`src/design/tfp_pkg.sv`:
```
// ----------------------------------------------------------------------------
// tfp_pkg
// Shared types and constants for the tuning frame parser.
// ----------------------------------------------------------------------------
package tfp_pkg;

    localparam logic [7:0] MARK_HEAD  = 8'hAA;
    localparam logic [7:0] MARK_SYNC  = 8'hFF;
    localparam logic [7:0] TYPE_GAIN  = 8'h02;
    localparam logic [7:0] TYPE_SPEED = 8'h03;

    localparam logic [2:0] LEN_GAIN  = 3'd3;
    localparam logic [2:0] LEN_SPEED = 3'd4;

    localparam logic [3:0] STEP_IDLE    = 4'd0;
    localparam logic [3:0] STEP_HEAD    = 4'd1;
    localparam logic [3:0] STEP_TYPE    = 4'd2;
    localparam logic [3:0] STEP_PAYLOAD = 4'd3;

    typedef enum logic [1:0] {
        KIND_NONE  = 2'd0,
        KIND_GAIN  = 2'd1,
        KIND_SPEED = 2'd2
    } kind_t;

    typedef enum logic [1:0] {
        MOTION_KEEP    = 2'd0,
        MOTION_STOP    = 2'd1,
        MOTION_FORWARD = 2'd2,
        MOTION_LEFT    = 2'd3
    } motion_t;

    typedef struct packed {
        motion_t     motion_code;
        logic        gains_valid;
        logic [7:0]  gain_p;
        logic [7:0]  gain_i;
        logic [7:0]  gain_d;
        logic        speeds_valid;
        logic [15:0] speed_first;
        logic [15:0] speed_second;
    } result_t;

endpackage

```
`src/design/tuning_frame_parser.sv`:
```
// ----------------------------------------------------------------------------
// tuning_frame_parser
// Byte-serial parser for AA FF type payload FF AA tuning frames.
// ----------------------------------------------------------------------------
// Takes one received byte per beat, one beat every cycle while in_stall is low,
// and gives exactly one registered result beat per byte. The frame state
// updates in the cycle the byte is taken; the result sits in an output register
// backed by one skid entry, so a byte is still taken while a result waits, and
// in_stall rises only when both entries hold results.
module tuning_frame_parser
(
    input  logic        clk,
    input  logic        rst_n,
    input  logic        in_valid,
    output logic        in_stall,
    input  logic [7:0]  rx_byte,
    output logic        out_valid,
    input  logic        out_stall,
    output logic [1:0]  motion_code,
    output logic        gains_valid,
    output logic [7:0]  gain_p,
    output logic [7:0]  gain_i,
    output logic [7:0]  gain_d,
    output logic        speeds_valid,
    output logic [15:0] speed_first,
    output logic [15:0] speed_second
);

    logic             accept;
    logic             buf_full;
    tfp_pkg::result_t step_result;
    tfp_pkg::result_t out_data;

    assign in_stall = buf_full;
    assign accept   = in_valid && !buf_full;

    tfp_parser u_parser
    (
        .clk     (clk),
        .rst_n   (rst_n),
        .accept  (accept),
        .rx_byte (rx_byte),
        .result  (step_result)
    );

    tfp_out_buf u_out_buf
    (
        .clk       (clk),
        .rst_n     (rst_n),
        .push      (accept),
        .push_data (step_result),
        .full      (buf_full),
        .out_valid (out_valid),
        .out_stall (out_stall),
        .out_data  (out_data)
    );

    assign motion_code  = out_data.motion_code;
    assign gains_valid  = out_data.gains_valid;
    assign gain_p       = out_data.gain_p;
    assign gain_i       = out_data.gain_i;
    assign gain_d       = out_data.gain_d;
    assign speeds_valid = out_data.speeds_valid;
    assign speed_first  = out_data.speed_first;
    assign speed_second = out_data.speed_second;

endmodule

```
`src/design/tfp_parser.sv`:
```
// ----------------------------------------------------------------------------
// tfp_parser
// Frame state and payload store; computes the result of one byte.
// ----------------------------------------------------------------------------
module tfp_parser
(
    input  logic             clk,
    input  logic             rst_n,
    input  logic             accept,
    input  logic [7:0]       rx_byte,
    output tfp_pkg::result_t result
);

    logic [3:0]     step_reg;
    logic [3:0]     step_next;
    logic [2:0]     len_reg;
    logic [2:0]     len_next;
    tfp_pkg::kind_t kind_reg;
    tfp_pkg::kind_t kind_next;
    logic [2:0]     index_reg;
    logic [2:0]     index_next;
    logic [7:0]     store_reg [4];
    logic           store_wr;

    logic [3:0]     end_step;
    logic [3:0]     tail_step;
    logic [2:0]     index_inc;

    assign end_step  = tfp_pkg::STEP_PAYLOAD + {1'b0, len_reg};
    assign tail_step = end_step + 4'd1;

    always_comb
    begin
        step_next  = step_reg;
        len_next   = len_reg;
        kind_next  = kind_reg;
        index_next = index_reg;
        index_inc  = index_reg;
        store_wr   = 1'b0;
        result     = '0;
        result.motion_code = tfp_pkg::MOTION_KEEP;

        if (step_reg == tfp_pkg::STEP_IDLE && rx_byte == tfp_pkg::MARK_HEAD)
        begin
            step_next = tfp_pkg::STEP_HEAD;
            result.motion_code = tfp_pkg::MOTION_STOP;
        end
        else if (step_reg == tfp_pkg::STEP_HEAD && rx_byte == tfp_pkg::MARK_SYNC)
        begin
            step_next = tfp_pkg::STEP_TYPE;
        end
        else if (step_reg == tfp_pkg::STEP_TYPE)
        begin
            if (rx_byte == tfp_pkg::TYPE_GAIN)
            begin
                len_next  = tfp_pkg::LEN_GAIN;
                kind_next = tfp_pkg::KIND_GAIN;
                step_next = tfp_pkg::STEP_PAYLOAD;
            end
            else if (rx_byte == tfp_pkg::TYPE_SPEED)
            begin
                len_next  = tfp_pkg::LEN_SPEED;
                kind_next = tfp_pkg::KIND_SPEED;
                step_next = tfp_pkg::STEP_PAYLOAD;
            end
            else
            begin
                step_next = tfp_pkg::STEP_IDLE;
                len_next  = '0;
                kind_next = tfp_pkg::KIND_NONE;
            end
        end
        else if (step_reg >= tfp_pkg::STEP_PAYLOAD && step_reg < end_step)
        begin
            if (index_reg < len_reg)
            begin
                store_wr  = 1'b1;
                step_next = step_reg + 4'd1;
                index_inc = index_reg + 3'd1;
            end
            index_next = (index_inc == len_reg) ? 3'd0 : index_inc;
        end
        else if (step_reg == end_step && rx_byte == tfp_pkg::MARK_SYNC)
        begin
            step_next = step_reg + 4'd1;
        end
        else if (step_reg == tail_step && rx_byte == tfp_pkg::MARK_HEAD)
        begin
            result.motion_code = tfp_pkg::MOTION_LEFT;
            if (kind_reg == tfp_pkg::KIND_GAIN)
            begin
                result.gains_valid = 1'b1;
                result.gain_p      = store_reg[0];
                result.gain_i      = store_reg[1];
                result.gain_d      = store_reg[2];
            end
            else if (kind_reg == tfp_pkg::KIND_SPEED)
            begin
                result.speeds_valid = 1'b1;
                result.speed_first  = {store_reg[1], store_reg[0]};
                result.speed_second = {store_reg[3], store_reg[2]};
            end
            step_next  = tfp_pkg::STEP_IDLE;
            len_next   = '0;
            kind_next  = tfp_pkg::KIND_NONE;
            index_next = '0;
        end
        else
        begin
            result.motion_code = tfp_pkg::MOTION_FORWARD;
            step_next  = tfp_pkg::STEP_IDLE;
            len_next   = '0;
            kind_next  = tfp_pkg::KIND_NONE;
            index_next = '0;
        end
    end

    always_ff @(posedge clk or negedge rst_n)
    begin
        if (!rst_n)
        begin
            step_reg  <= tfp_pkg::STEP_IDLE;
            len_reg   <= '0;
            kind_reg  <= tfp_pkg::KIND_NONE;
            index_reg <= '0;
        end
        else if (accept)
        begin
            step_reg  <= step_next;
            len_reg   <= len_next;
            kind_reg  <= kind_next;
            index_reg <= index_next;
        end
    end

    always_ff @(posedge clk)
    begin
        if (accept && store_wr)
        begin
            store_reg[index_reg[1:0]] <= rx_byte;
        end
    end

endmodule

```
`src/design/tfp_out_buf.sv`:
```
// ----------------------------------------------------------------------------
// tfp_out_buf
// Result register with a skid stage so a beat is taken while the output stalls.
// ----------------------------------------------------------------------------
module tfp_out_buf
(
    input  logic             clk,
    input  logic             rst_n,
    input  logic             push,
    input  tfp_pkg::result_t push_data,
    output logic             full,
    output logic             out_valid,
    input  logic             out_stall,
    output tfp_pkg::result_t out_data
);

    logic             out_valid_reg;
    tfp_pkg::result_t out_data_reg;
    logic             skid_valid_reg;
    tfp_pkg::result_t skid_data_reg;
    logic             pop;

    assign pop       = out_valid_reg && !out_stall;
    assign full      = skid_valid_reg;
    assign out_valid = out_valid_reg;
    assign out_data  = out_data_reg;

    always_ff @(posedge clk or negedge rst_n)
    begin
        if (!rst_n)
        begin
            out_valid_reg  <= 1'b0;
            skid_valid_reg <= 1'b0;
        end
        else if (skid_valid_reg)
        begin
            if (pop)
            begin
                skid_valid_reg <= 1'b0;
            end
        end
        else if (push)
        begin
            if (out_valid_reg && !pop)
            begin
                skid_valid_reg <= 1'b1;
            end
            else
            begin
                out_valid_reg <= 1'b1;
            end
        end
        else if (pop)
        begin
            out_valid_reg <= 1'b0;
        end
    end

    always_ff @(posedge clk)
    begin
        if (skid_valid_reg)
        begin
            if (pop)
            begin
                out_data_reg <= skid_data_reg;
            end
        end
        else if (push)
        begin
            if (out_valid_reg && !pop)
            begin
                skid_data_reg <= push_data;
            end
            else
            begin
                out_data_reg <= push_data;
            end
        end
    end

endmodule
```
`config.mk`:
```
export PLATFORM = sky130hd
export DESIGN_NAME = tuning_frame_parser
export DESIGN_NICKNAME = d
export VERILOG_FILES = /design/src/design/tfp_pkg.sv /design/src/design/tuning_frame_parser.sv /design/src/design/tfp_parser.sv /design/src/design/tfp_out_buf.sv
export SDC_FILE = /design/constraint.sdc
export NUM_CORES = 1
export LEC_CHECK = 0
export BUFFER_PORTS_ARGS = -buffer_cell sky130_fd_sc_hd__buf_2
export CAP_MARGIN = 20
export CORE_AREA = 2 2 129 131
export CTS_CLUSTER_DIAMETER = 80
export CTS_CLUSTER_SIZE = 16
export DETAILED_ROUTE_END_ITERATION = 8
export DIE_AREA = 0 0 131 133
export PLACE_DENSITY = 0.68
export SETUP_SLACK_MARGIN = 0.1
export SYNTH_ARGS = -nofsm -noshare
export SYNTH_HDL_FRONTEND = slang
export SYNTH_SLANG_ARGS = --single-unit
export TNS_END_PERCENT = 5
```
`constraint.sdc`:
```
create_clock -name clk -period 4.4 [get_ports clk]
set_clock_uncertainty 0.2 [all_clocks]
set_input_delay 0.22 -clock clk [delete_from_list [all_inputs] [get_ports clk]]
set_output_delay 0.22 -clock clk [all_outputs]
set_load 0.03 [all_outputs]
```
# After elaboration in Yosys (flattened, before gate mapping)
# Memory sizes are Yosys's and may differ from the RTL's.
# Index checks and enable logic that the tools add are counted.
word_totals:
  ff_bits: 134
  n_memories: 1
  in_bits: 12
  ram_bits: 32
memory_table:
  columns: ["memory", "depth", "width", "read_ports", "rd_clocked_by_memory_dff", "wr", "line", "text"]
  rows:
  - ["u_parser.store_reg", 4, 8, 4, 0, 1, "tfp_parser.sv:22", "logic [7:0] store_reg [4];"]
classes:
  bitwise: 4
  order_cmp: 3
  n_mux: 54
  add_sub_neg: 4
  reduce_logical: 21
  n_eq_ne: 18
op_table:
  columns: ["cell", "count"]
  rows:
  - ["60-bit two-way mux", 8]
  - ["58-bit two-way mux", 2]
  - ["33-bit two-way mux", 2]
  - ["3-bit two-way mux", 12]
  - ["4-bit two-way mux", 7]
  - ["25-bit two-way mux", 1]
  - ["8-bit by 2-bit == test with 1-bit output (second input constant)", 2]
  - ["8-bit == test (second input constant)", 2]
  - ["1-bit two-way mux", 15]
  - ["2-bit two-way mux", 7]
  - ["5-bit AND reduction", 2]
  - ["1-bit logical AND", 9]
  - ["3-bit AND reduction", 3]
  - ["4-bit by 1-bit adder with 4-bit output (second input constant)", 2]
  - ["4-bit == test", 2]
  - ["2-bit by 1-bit != test with 1-bit output (second input constant)", 4]
  - ["5-bit by 2-bit != test with 1-bit output (second input constant)", 1]
  - ["2-bit by 3-bit adder with 4-bit output (first input constant)", 1]
  - ["4-bit by 1-bit == test with 1-bit output (second input constant)", 1]
  - ["4-bit by 2-bit == test with 1-bit output (second input constant)", 1]
  - ["4-bit by 2-bit >= comparator with 1-bit output (second input constant)", 1]
  - ["4-bit logical NOT", 1]
  - ["4-bit < comparator", 1]
  - ["2-bit != test (second input constant)", 2]
  - ["other kinds (9)", 15]

# Logic depth before layout (Yosys ltp)
# Gate-level depths: netlist (run 1).
logic_depth:
  depth_word: 13
  depth_mapped: 9
  ltp_nobuf: 8

# By module
# A second synthesis (run 1) with hierarchy kept.
hier_totals:
  hier_cells: 435
  area_unflattened_um2: 7348.3
by_module_without_submodules:
  columns: ["mod", "cells_each", "instances", "seq_area_each_um2", "area_per_inst_um2"]
  rows:
  - ["tfp_out_buf", 199, 1, 3653.5, 4722.0]
  - ["tfp_parser", 235, 1, 1186.1, 2612.5]
  - ["tuning_frame_parser", 1, 1, 0.0, 13.8]

# Worst setup path after synthesis (run 1)
# No wires, ideal clock.
synth_timing:
  path_type: "register -> register"
  start: "register u_out_buf.skid_valid_reg, in the netlist u_out_buf.full"
  end: "register u_out_buf.out_data_reg (netlist bit u_out_buf.out_data[0]), enable pin"
  synth_period_minus_slack_ns: 4.562
  setup_time_ns: 0.498
  required_time_ns: 3.702
  setup_slack_ns: -0.162
  stages_incl_launch_ff: 4
  arrival_time_ns: 3.864
  cell_sequence: "dfrtp_1 -> clkbuf_1 -> a21oi_1 -> a21oi_1"
synth_via:
  elab_chain_len: 4
synth_rtl:
  columns: ["item", "line", "text"]
  rows:
  - ["from (decl)", "tfp_out_buf.sv:19", "logic skid_valid_reg;"]
  - ["from (signal assigned)", "tfp_out_buf.sv:33", "skid_valid_reg <= 1'b0;"]
  - ["from (signal assigned)", "tfp_out_buf.sv:39", "skid_valid_reg <= 1'b0;"]
  - ["from (signal assigned)", "tfp_out_buf.sv:46", "skid_valid_reg <= 1'b1;"]
  - ["1-bit logical NOT", "tuning_frame_parser.sv:35", "assign accept = in_valid && !buf_full;"]
  - ["1-bit logical AND", "tuning_frame_parser.sv:35", null]
  - ["2-bit nonzero test (no source line)", null, null]
  - ["3-bit AND reduction (no source line) *", null, null]
  - ["to (signal assigned)", "tfp_out_buf.sv:65", "out_data_reg <= skid_data_reg;"]
  - ["to (signal assigned)", "tfp_out_buf.sv:76", "out_data_reg <= push_data;"]
  - ["to (decl)", "tfp_out_buf.sv:18", "tfp_pkg::result_t out_data_reg;"]
# Every way passes the cells marked *; elsewhere a longest branch is shown, timed or not.
# A chain may end at the register's enable or synchronous reset.

# Worst setup path after layout (run 1)
layout_timing:
  start: "register u_parser.kind_reg[0]"
  end: "register u_out_buf.out_data_reg (netlist bit u_out_buf.out_data[19]) (data pin)"
layout_via:
  elab_chain_len: 12
layout_rtl:
  columns: ["item", "line", "text"]
  rows:
  - ["from (decl)", "tfp_parser.sv:18", "tfp_pkg::kind_t kind_reg;"]
  - ["from (signal assigned)", "tfp_parser.sv:124", "kind_reg <= tfp_pkg::KIND_NONE;"]
  - ["from (signal assigned)", "tfp_parser.sv:131", "kind_reg <= kind_next;"]
  - ["2-bit == test", "tfp_parser.sv:97", "else if (kind_reg == tfp_pkg::KIND_SPEED)"]
  - ["33-bit two-way mux", "tfp_parser.sv:97", null]
  - ["33-bit two-way mux *", "tfp_parser.sv:90", "if (kind_reg == tfp_pkg::KIND_GAIN)"]
  - ["58-bit two-way mux *", "tfp_parser.sv:87", "else if (step_reg == tail_step && rx_byte == tfp_pkg::MARK_HEAD)"]
  - ["60-bit two-way mux *", "tfp_parser.sv:83", "else if (step_reg == end_step && rx_byte == tfp_pkg::MARK_SYNC)"]
  - ["60-bit two-way mux *", "tfp_parser.sv:73", "else if (step_reg >= tfp_pkg::STEP_PAYLOAD && step_reg < end_step)"]
  - ["60-bit two-way mux *", "tfp_parser.sv:52", "else if (step_reg == tfp_pkg::STEP_TYPE)"]
  - ["60-bit two-way mux *", "tfp_parser.sv:48", "else if (step_reg == tfp_pkg::STEP_HEAD && rx_byte == tfp_pkg::MARK_SYNC)"]
  - ["58-bit two-way mux *", "tfp_parser.sv:43", "if (step_reg == tfp_pkg::STEP_IDLE && rx_byte == tfp_pkg::MARK_HEAD)"]
  - ["60-bit two-way mux *", "tfp_out_buf.sv:70", "if (out_valid_reg && !pop)"]
  - ["60-bit two-way mux *", "tfp_out_buf.sv:68", "else if (push)"]
  - ["60-bit two-way mux *", "tfp_out_buf.sv:61", "if (skid_valid_reg)"]
# Every way passes the cells marked *; elsewhere a longest branch is shown, timed or not. The select of a mux whose other input is x is not followed.

==> flow_summary_export.csv, run 1 <==
group,metric,value,unit
clocking,cts_tree,"yes",
floorplan,core-area,16170,um^2
clocking,ctsHoldBuffers,12,
sta,fmax,0.2826,GHz
floorplan,dieHeight,133,um
sta,hold_viol,0,
floorplan,initial_core_util,44.50,%
synthesis,ys.flop_type,"edfxtp_1",
setup_path,cp_max_fo,16,
synthesis,ys_top_cells_by_count,"edfxtp_1 (152), and3_1 (58), nand2_1 (47)",
detailed_routing,first_pass_iters,5,
floorplan,chipWidth,131,um
pwr,power_density,582.9,nW/um^2
detailed_routing,num_vias,4368,
sta,fin_setup_tns,0,ns
setup_path,startpoint,"u_parser.kind_reg[0]",
run,drv_cap,0,
setup_path,r2r_start,"u_parser.kind_reg[0]",
sta,slew_viol_final,0,
placed_design,gp_congestion,0.8670,
detailed_routing,vias_per_cell,5.256,
sta,rsz0062_at_grt,"no",
pwr,p_total,4.947,mW
pwr,p_switching,1.603,mW
floorplan,ios,74,
sta,finalCritPeriodShare,80.43,%
detailed_routing,drtIter0Drc,285,
cells_and_area,drive_above_1_share,29.46,%
setup_path,cp.required,4.47,ns
synthesis,syn_nets,538,
clocking,clockRootBuffer,"clkbuf_16",
clocking,cts.repair.resized,0,
clocking,numCtsBuffers,17,
synthesis,synth_largest_area_cell,"edfxtp_1",
synthesis,synthArstFlopShare,6.748,%
sta,fin_crit,3.539,ns
cells_and_area,area.growth.synth_to_final,17.94,%
synthesis,seq_area_frac_synth,67.26,%
clocking,worstSkewPairLatency,0.42,ns
grt,grt_pass1_vias,4630,
placed_design,io_buffers,73,
synthesis,ys_seq_elements,163,
synthesis,ys_types,53,
grt,overflow,0,
hold_path,hp-class,"in -> async",
detailed_routing,drc_errors,0,
cells_and_area,post-route-util,52.48,%
setup_path,endpoint_kind,"flop",
grt,grt_pass1_wl,24340,um
setup_path,critical-path-max-stage-delay,0.54,ns
setup_path,path_buf_inv,2,
pwr,clockPowerShare,28.4,%
synthesis,syn_inst,509,
clocking,post_cts_buffers,0,
detailed_routing,wl,14940,um
placed_design,hpwl,9625,um
synthesis,synth.most_common_cell,"edfxtp_1",
setup_path,cp.arrival,3.61,ns
synthesis,postSynthAreaPerCell,14.14,um^2
sta,setup_viol_count_final,0,
pwr,internal_power,3.344,mW
pwr,switching_share,32.41,%
synthesis,synth_top_area_share,63.43,%
grt,grt_usage,18.47,%
clocking,cts_sinks,163,
clocking,clk_pin_slew_worst_paths,0.06,ns
pwr,power_frac_seq,44.9,%
synthesis,netlist_area,7196,um^2
cells_and_area,diodes,0,
setup_path,worstSetupPathType,"reg -> reg",
synthesis,synthTopCellsByArea,"edfxtp_1 (63%), and3_1 (5.0%), mux2_2 (4.5%), dfrtp_1 (3.8%), o21ai_2 (3.7%)",
pwr,pwr-share-comb,26.7,%
setup_path,crit_chain,"inv_1 > ha_1 > ha_1 > nand3_1 > o221a_2 > nor4_4 > nand3_2 > buf_12 > o21ai_2",
cells_and_area,finalNonFillerCells,831,
grt,antenna_found_initial,0,
synthesis,synth-edff-count,152,
sta,tightest_slew,0.8305,ns
pwr,p_leak,3.451,nW
status,status,"finished clean",
setup_path,slowest_stage,"nand3_2",
setup_path,cp_top_family,"simple AND/OR/NAND/NOR gates",
cells_and_area,nNetsFinal,627,
sta,max-slew-margin-rel,44.63,%
floorplan,rows,47,
pwr,ir_worst_vdd,0.2885,mV
clocking,htreeDepth,4,
setup_path,crit_path_frequent_cell,"ha_1",
clocking,clockBufferDepth,2,
floorplan,die-area,17420,um^2
setup_path,cp-start-kind,"flop",
detailed_routing,wl_per_cell,17.98,um
synthesis,synth_warnings,0,
placed_design,dp_cells,787,
detailed_routing,drtAntennaViolNets,0,
grt,grt_max_degree,61,
stage by stage:
stage | setup slack (ns) | hold slack [ns] | instance area [um^2]
6_report | 0.8611 | 0.01074 | 8487
5_1_grt | 0.6820 | 0.03905 | 8487
4_1_cts | 0.8480 | 0.006366 | 8487
3_5_place_dp | 0.8542 | -0.07340 | 7805
3_3_place_gp | 0.9856 | -0.08097 | 7805
2_1_floorplan | 1.179 | -0.2756 | 7199
cells by family after synthesis:
group,synth area share (%)
fa+ha+maj,2.956
xor+xnor,0.8520
buf+inv,4.260
mux,4.851
flops,67.26
compound gates,7.964
simple gates,11.86
cells in the final DEF (no fill, tap or decap), drive strengths merged, types with 3 or more instances in the layout:
cell | synthesis | final
a21oi | 10 | 10
and2 | 7 | 7
and3 | 58 | 58
buf | 10 | 82
clkbuf | 14 | 26
clkinv | 0 | 4
dfrtp | 11 | 11
dlygate4sd3 | 0 | 12
edfxtp | 152 | 152
ha | 17 | 17
inv | 44 | 44
mux2 | 29 | 29
nand2 | 47 | 47
nand2b | 3 | 3
nand4 | 3 | 3
nor2 | 7 | 7
nor2b | 4 | 4
nor3 | 4 | 4
nor4 | 5 | 5
o211ai | 3 | 3
o21ai | 38 | 38
o2bb2ai | 4 | 4
or2 | 3 | 3
xnor2 | 4 | 4
xor2 | 3 | 3
layout make-up:
| cell class | instances | area, um^2 |
|---|---|---|
| Fill cell | 1349 | 7685 |
| Sequential cell | 163 | 4840 |
| Multi-Input combinational cell | 278 | 2079 |
| Timing Repair Buffer | 94 | 565.5 |
| Clock buffer | 26 | 479.2 |
| Tap cell | 220 | 275.3 |
| Inverter | 44 | 165.2 |
| Clock inverter | 6 | 82.58 |
power by group through the flow:
stage	clock network, mW	registers (mW)	logic, mW
CTS	1.43	2.22	1.35
finish	1.41	2.22	1.32
global route	1.49	2.25	1.43
global placement	0	2.25	1.31
detailed placement	0	2.25	1.33
floorplan	0	2.75	0.422
routing by layer:
| metal | vias up | global-route usage (%) | routed length (um) |
|---|---|---|---|
| li1 | 2051 | - | - |
| met1 | 2160 | 23.10 | 6298 |
| met2 | 130 | 31.38 | 7643 |
| met3 | 27 | 4.084 | 710 |
| met4 | 0 | 6.619 | 287 |
| met5 | - | 0 | 0 |
path summary, 6_finish.rpt:
kind                       slack [ns]  cells past startpoint                endpoint
min in group clk                 0.32                      2  u_out_buf.out_data[28]
min                              0.01                      2    u_parser.step_reg[3]
max reg2reg                      0.86                      9  u_out_buf.out_data[19]
max                              0.86                      9  u_out_buf.out_data[19]
max in group asynchronous        3.75                      2   u_parser.index_reg[0]
min reg2reg                      0.32                      2  u_out_buf.out_data[28]
No activity file was read; power rests on OpenSTA's default activity.
==> run 2, diff against run 1 <==
--- a/config.mk
+++ b/config.mk
@@ -5,13 +5,14 @@
 export SDC_FILE = /design/constraint.sdc
 export NUM_CORES = 1
 export LEC_CHECK = 0
+export ABC_AREA = 1
 export BUFFER_PORTS_ARGS = -buffer_cell sky130_fd_sc_hd__buf_2
 export CAP_MARGIN = 20
-export CORE_AREA = 2 2 129 131
+export CORE_AREA = 2 2 131 133
 export CTS_CLUSTER_DIAMETER = 80
 export CTS_CLUSTER_SIZE = 16
 export DETAILED_ROUTE_END_ITERATION = 8
-export DIE_AREA = 0 0 131 133
+export DIE_AREA = 0 0 133 135
 export PLACE_DENSITY = 0.68
 export SETUP_SLACK_MARGIN = 0.1
 export SYNTH_ARGS = -nofsm -noshare
==> constraint.sdc (replaced) <==
create_clock -name clk -period 3.1 [get_ports clk]
set_clock_uncertainty 0.2 [all_clocks]
set_input_delay 0.155 -clock clk [delete_from_list [all_inputs] [get_ports clk]]
set_output_delay 0.155 -clock clk [all_outputs]
set_load 0.03 [all_outputs]
==> flow_summary_export.csv, run 2 <==
group,metric,value,unit
synthesis,synthAdderAreaFrac,2.833,%
hold_path,hold_end,"u_out_buf.full",
setup_path,cp.arrival,2.81,ns
grt,overflow,0,
sta,fin_crit,2.740,ns
cells_and_area,drive_above_1_share,16.53,%
cells_and_area,finalNonFillerCells,1061,
synthesis,ys_seq_elements,163,
sta,finalCritPeriodShare,88.40,%
sta,rsz0062_at_grt,"yes",
detailed_routing,drtIter0Drc,345,
synthesis,synth_warnings,0,
floorplan,rows,47,
setup_path,endpoint_kind,"flop",
detailed_routing,wl_per_cell,15.46,um
placed_design,hpwl,10650,um
clocking,cts_tree,"yes",
clocking,post_cts_buffers,0,
hold_path,hold_path.startpoint,"in_valid",
sta,hold_viol,0,
floorplan,chipWidth,133,um
clocking,htreeDepth,4,
clocking,clockRootBuffer,"clkbuf_16",
placed_design,placed_cell_area,8147,um^2
detailed_routing,first_pass_iters,5,
detailed_routing,drc_errors,0,
synthesis,postSynthAreaPerCell,10.10,um^2
hold_path,hp-class,"in -> reg",
synthesis,synth_simple_gate_area_share,21.18,%
synthesis,ys_types,27,
status,status,"finished clean",
synthesis,synth.most_common_cell,"nand2_1",
synthesis,synth_top_family_by_area,"simple AND/OR/NAND/NOR gates",
floorplan,core-area,16410,um^2
sta,setup_viol_count_final,0,
clocking,clk_pin_slew_worst_paths,0.06,ns
cells_and_area,nNetsFinal,857,
placed_design,dpl_worst_slack,0.3145,ns
synthesis,synth_top_area_share,60.80,%
setup_path,cp_max_fo,24,
synthesis,synth_largest_area_cell,"edfxtp_1",
synthesis,synthTopCellsByArea,"edfxtp_1 (61%), nand2_1 (8.6%), inv_1 (5.7%), dfrtp_1 (3.7%), nor2_1 (3.6%)",
clocking,numCtsBuffers,17,
synthesis,synth_xor_area_share,0.3500,%
pwr,p_leak,4.050,nW
detailed_routing,num_vias,5237,
cells_and_area,area.growth.synth_to_final,17.88,%
sta,fin_setup_tns,0,ns
sta,worst_slack,0.3597,ns
floorplan,die-area,17960,um^2
cells_and_area,diodes,0,
clocking,worstSkewPairLatency,0.43,ns
placed_design,dp_cells,1017,
synthesis,synthArstFlopShare,6.748,%
synthesis,seq_area_frac_synth,64.47,%
setup_path,worstSetupPathType,"reg -> reg",
cells_and_area,final_cell_mix,"nand2_1 (172), edfxtp_1 (152), inv_1 (113)",
setup_path,rr_worst_depth,10,
hold_path,holdPathStages,3,
floorplan,initial_core_util,45.76,%
floorplan,ios,74,
synthesis,ys_top_cells_by_count,"nand2_1 (172), edfxtp_1 (152), inv_1 (114)",
setup_path,r2r_slack,0.36,ns
setup_path,cp.required,3.17,ns
placed_design,io_buffers,73,
floorplan,dieHeight,135,um
setup_path,cp-start-kind,"flop",
clocking,clockBufferDepth,2,
synthesis,synth_compound_area_share,3.017,%
grt,grt_usage,18.76,%
cells_and_area,finalInstanceArea,8850,um^2
detailed_routing,wl,16400,um
grt,grt_pass1_vias,4926,
synthesis,netlist_area,7507,um^2
cells_and_area,post-route-util,53.94,%
run,drv_cap,0,
pwr,power_density,794.4,nW/um^2
synthesis,synthMuxAreaShare,0,%
detailed_routing,drtAntennaViolNets,0,
grt,antenna_found_initial,0,
sta,fmax,0.3649,GHz
synthesis,ys.flop_type,"edfxtp_1",
setup_path,reg2reg_to,"u_out_buf.out_data[57]",
cells_and_area,final_common_cell,"nand2_1",
detailed_routing,vias_per_cell,4.936,
synthesis,synth-edff-count,152,
pwr,ir_worst_vdd,0.4796,mV
placed_design,gp_congestion,0.9190,
sta,max-slew-margin-rel,39.38,%
sta,timing.hold.ws,0.06360,ns
grt,grt_max_degree,93,
synthesis,syn_inst,743,
pwr,p_total,7.030,mW
sta,tightest_slew,0.9092,ns
sta,slew_viol_final,0,
setup_path,r2r_start,"u_parser.step_reg[1]",
clocking,cts_sinks,163,
synthesis,syn_nets,772,
grt,grt_pass1_wl,25560,um
==> run 2: cell types whose count changed in the layout (fill, tap and decap cells not counted), moves of 24 or more <==
cell	previous run	this run
nand2_1	47	172
inv_1	44	113
nor2_1	7	69
and3_1	57	0
nand3_1	1	51
o21ai_2	30	0
mux2_2	29	0
a21oi_1	9	36
nor3_1	4	28
==> run 2: power by group <==
group | switching, mW | internal [mW] | total, mW
sequential | 0.116 | 3.02 | 3.13
combinational | 1.43 | 0.446 | 1.88
clock | 0.838 | 1.18 | 2.02
total | 2.39 | 4.64 | 7.03
==> run 2: worst max-delay path, cell delays in order (launching register included) <==
cell	delay (ns)
dfrtp_1	0.50
inv_2	0.11
ha_1	0.19
inv_1	0.05
nor2_1	0.05
nand3_2	0.20
nand2_1	0.10
inv_1	0.60
nand2_1	0.17
buf_4	0.24
o21ai_0	0.15
==> run 2: layout make-up <==
cell class,instances,area [um^2]
clock buffer,18,429.2
tap,220,275.3
fill,1400,7557
clock inverter,14,137.6
timing repair buffer,99,643.1
inverter,119,446.7
sequential,163,4841
multi-input combinational,428,2077
==> run 2: kinds of logic (layout without fill, tap and decap cells) <==
logic type | count (synthesis) | in the layout
compound gates | 45 | 45
fa+ha+maj | 17 | 17
xor+xnor | 3 | 3
simple gates | 363 | 363
flops | 163 | 163
buf+inv | 152 | 250
==> run 2: metal layers <==
metal | routed length [um] | share of wire (%) | vias to the layer above | track usage [%]
li1 | - | - | 2613 | -
met2 | 8132 | 50 | 165 | 31.03
met3 | 889 | 5.4 | 26 | 3.866
met1 | 6999 | 43 | 2433 | 24.52
met5 | 0 | 0 | - | 0
met4 | 380 | 2.3 | 0 | 7.228
==> run 2: worst max-delay path by stage <==
stage	from	to	slack, ns	depth (start not counted)
2_1_floorplan	u_out_buf.out_valid	u_out_buf.skid_data_reg[0]	0.15	2
3_3_place_gp	u_parser.kind_reg[0]	u_out_buf.out_data[5]	0.38	14
3_5_place_dp	u_parser.kind_reg[0]	u_out_buf.out_data[1]	0.31	14
4_1_cts	u_parser.kind_reg[0]	u_out_buf.out_data[5]	0.29	14
5_1_grt	u_parser.kind_reg[0]	u_out_buf.out_data[11]	0.09	14
6_report	u_parser.step_reg[1]	u_out_buf.out_data[57]	0.36	10
==> run 2: timing repair <==
item / in CTS / in global routing
resized for setup: 0 / 1
setup endpoints to repair: 0 / 66
hold endpoints to repair: 47 / 0
hold buffers: 11 / 0
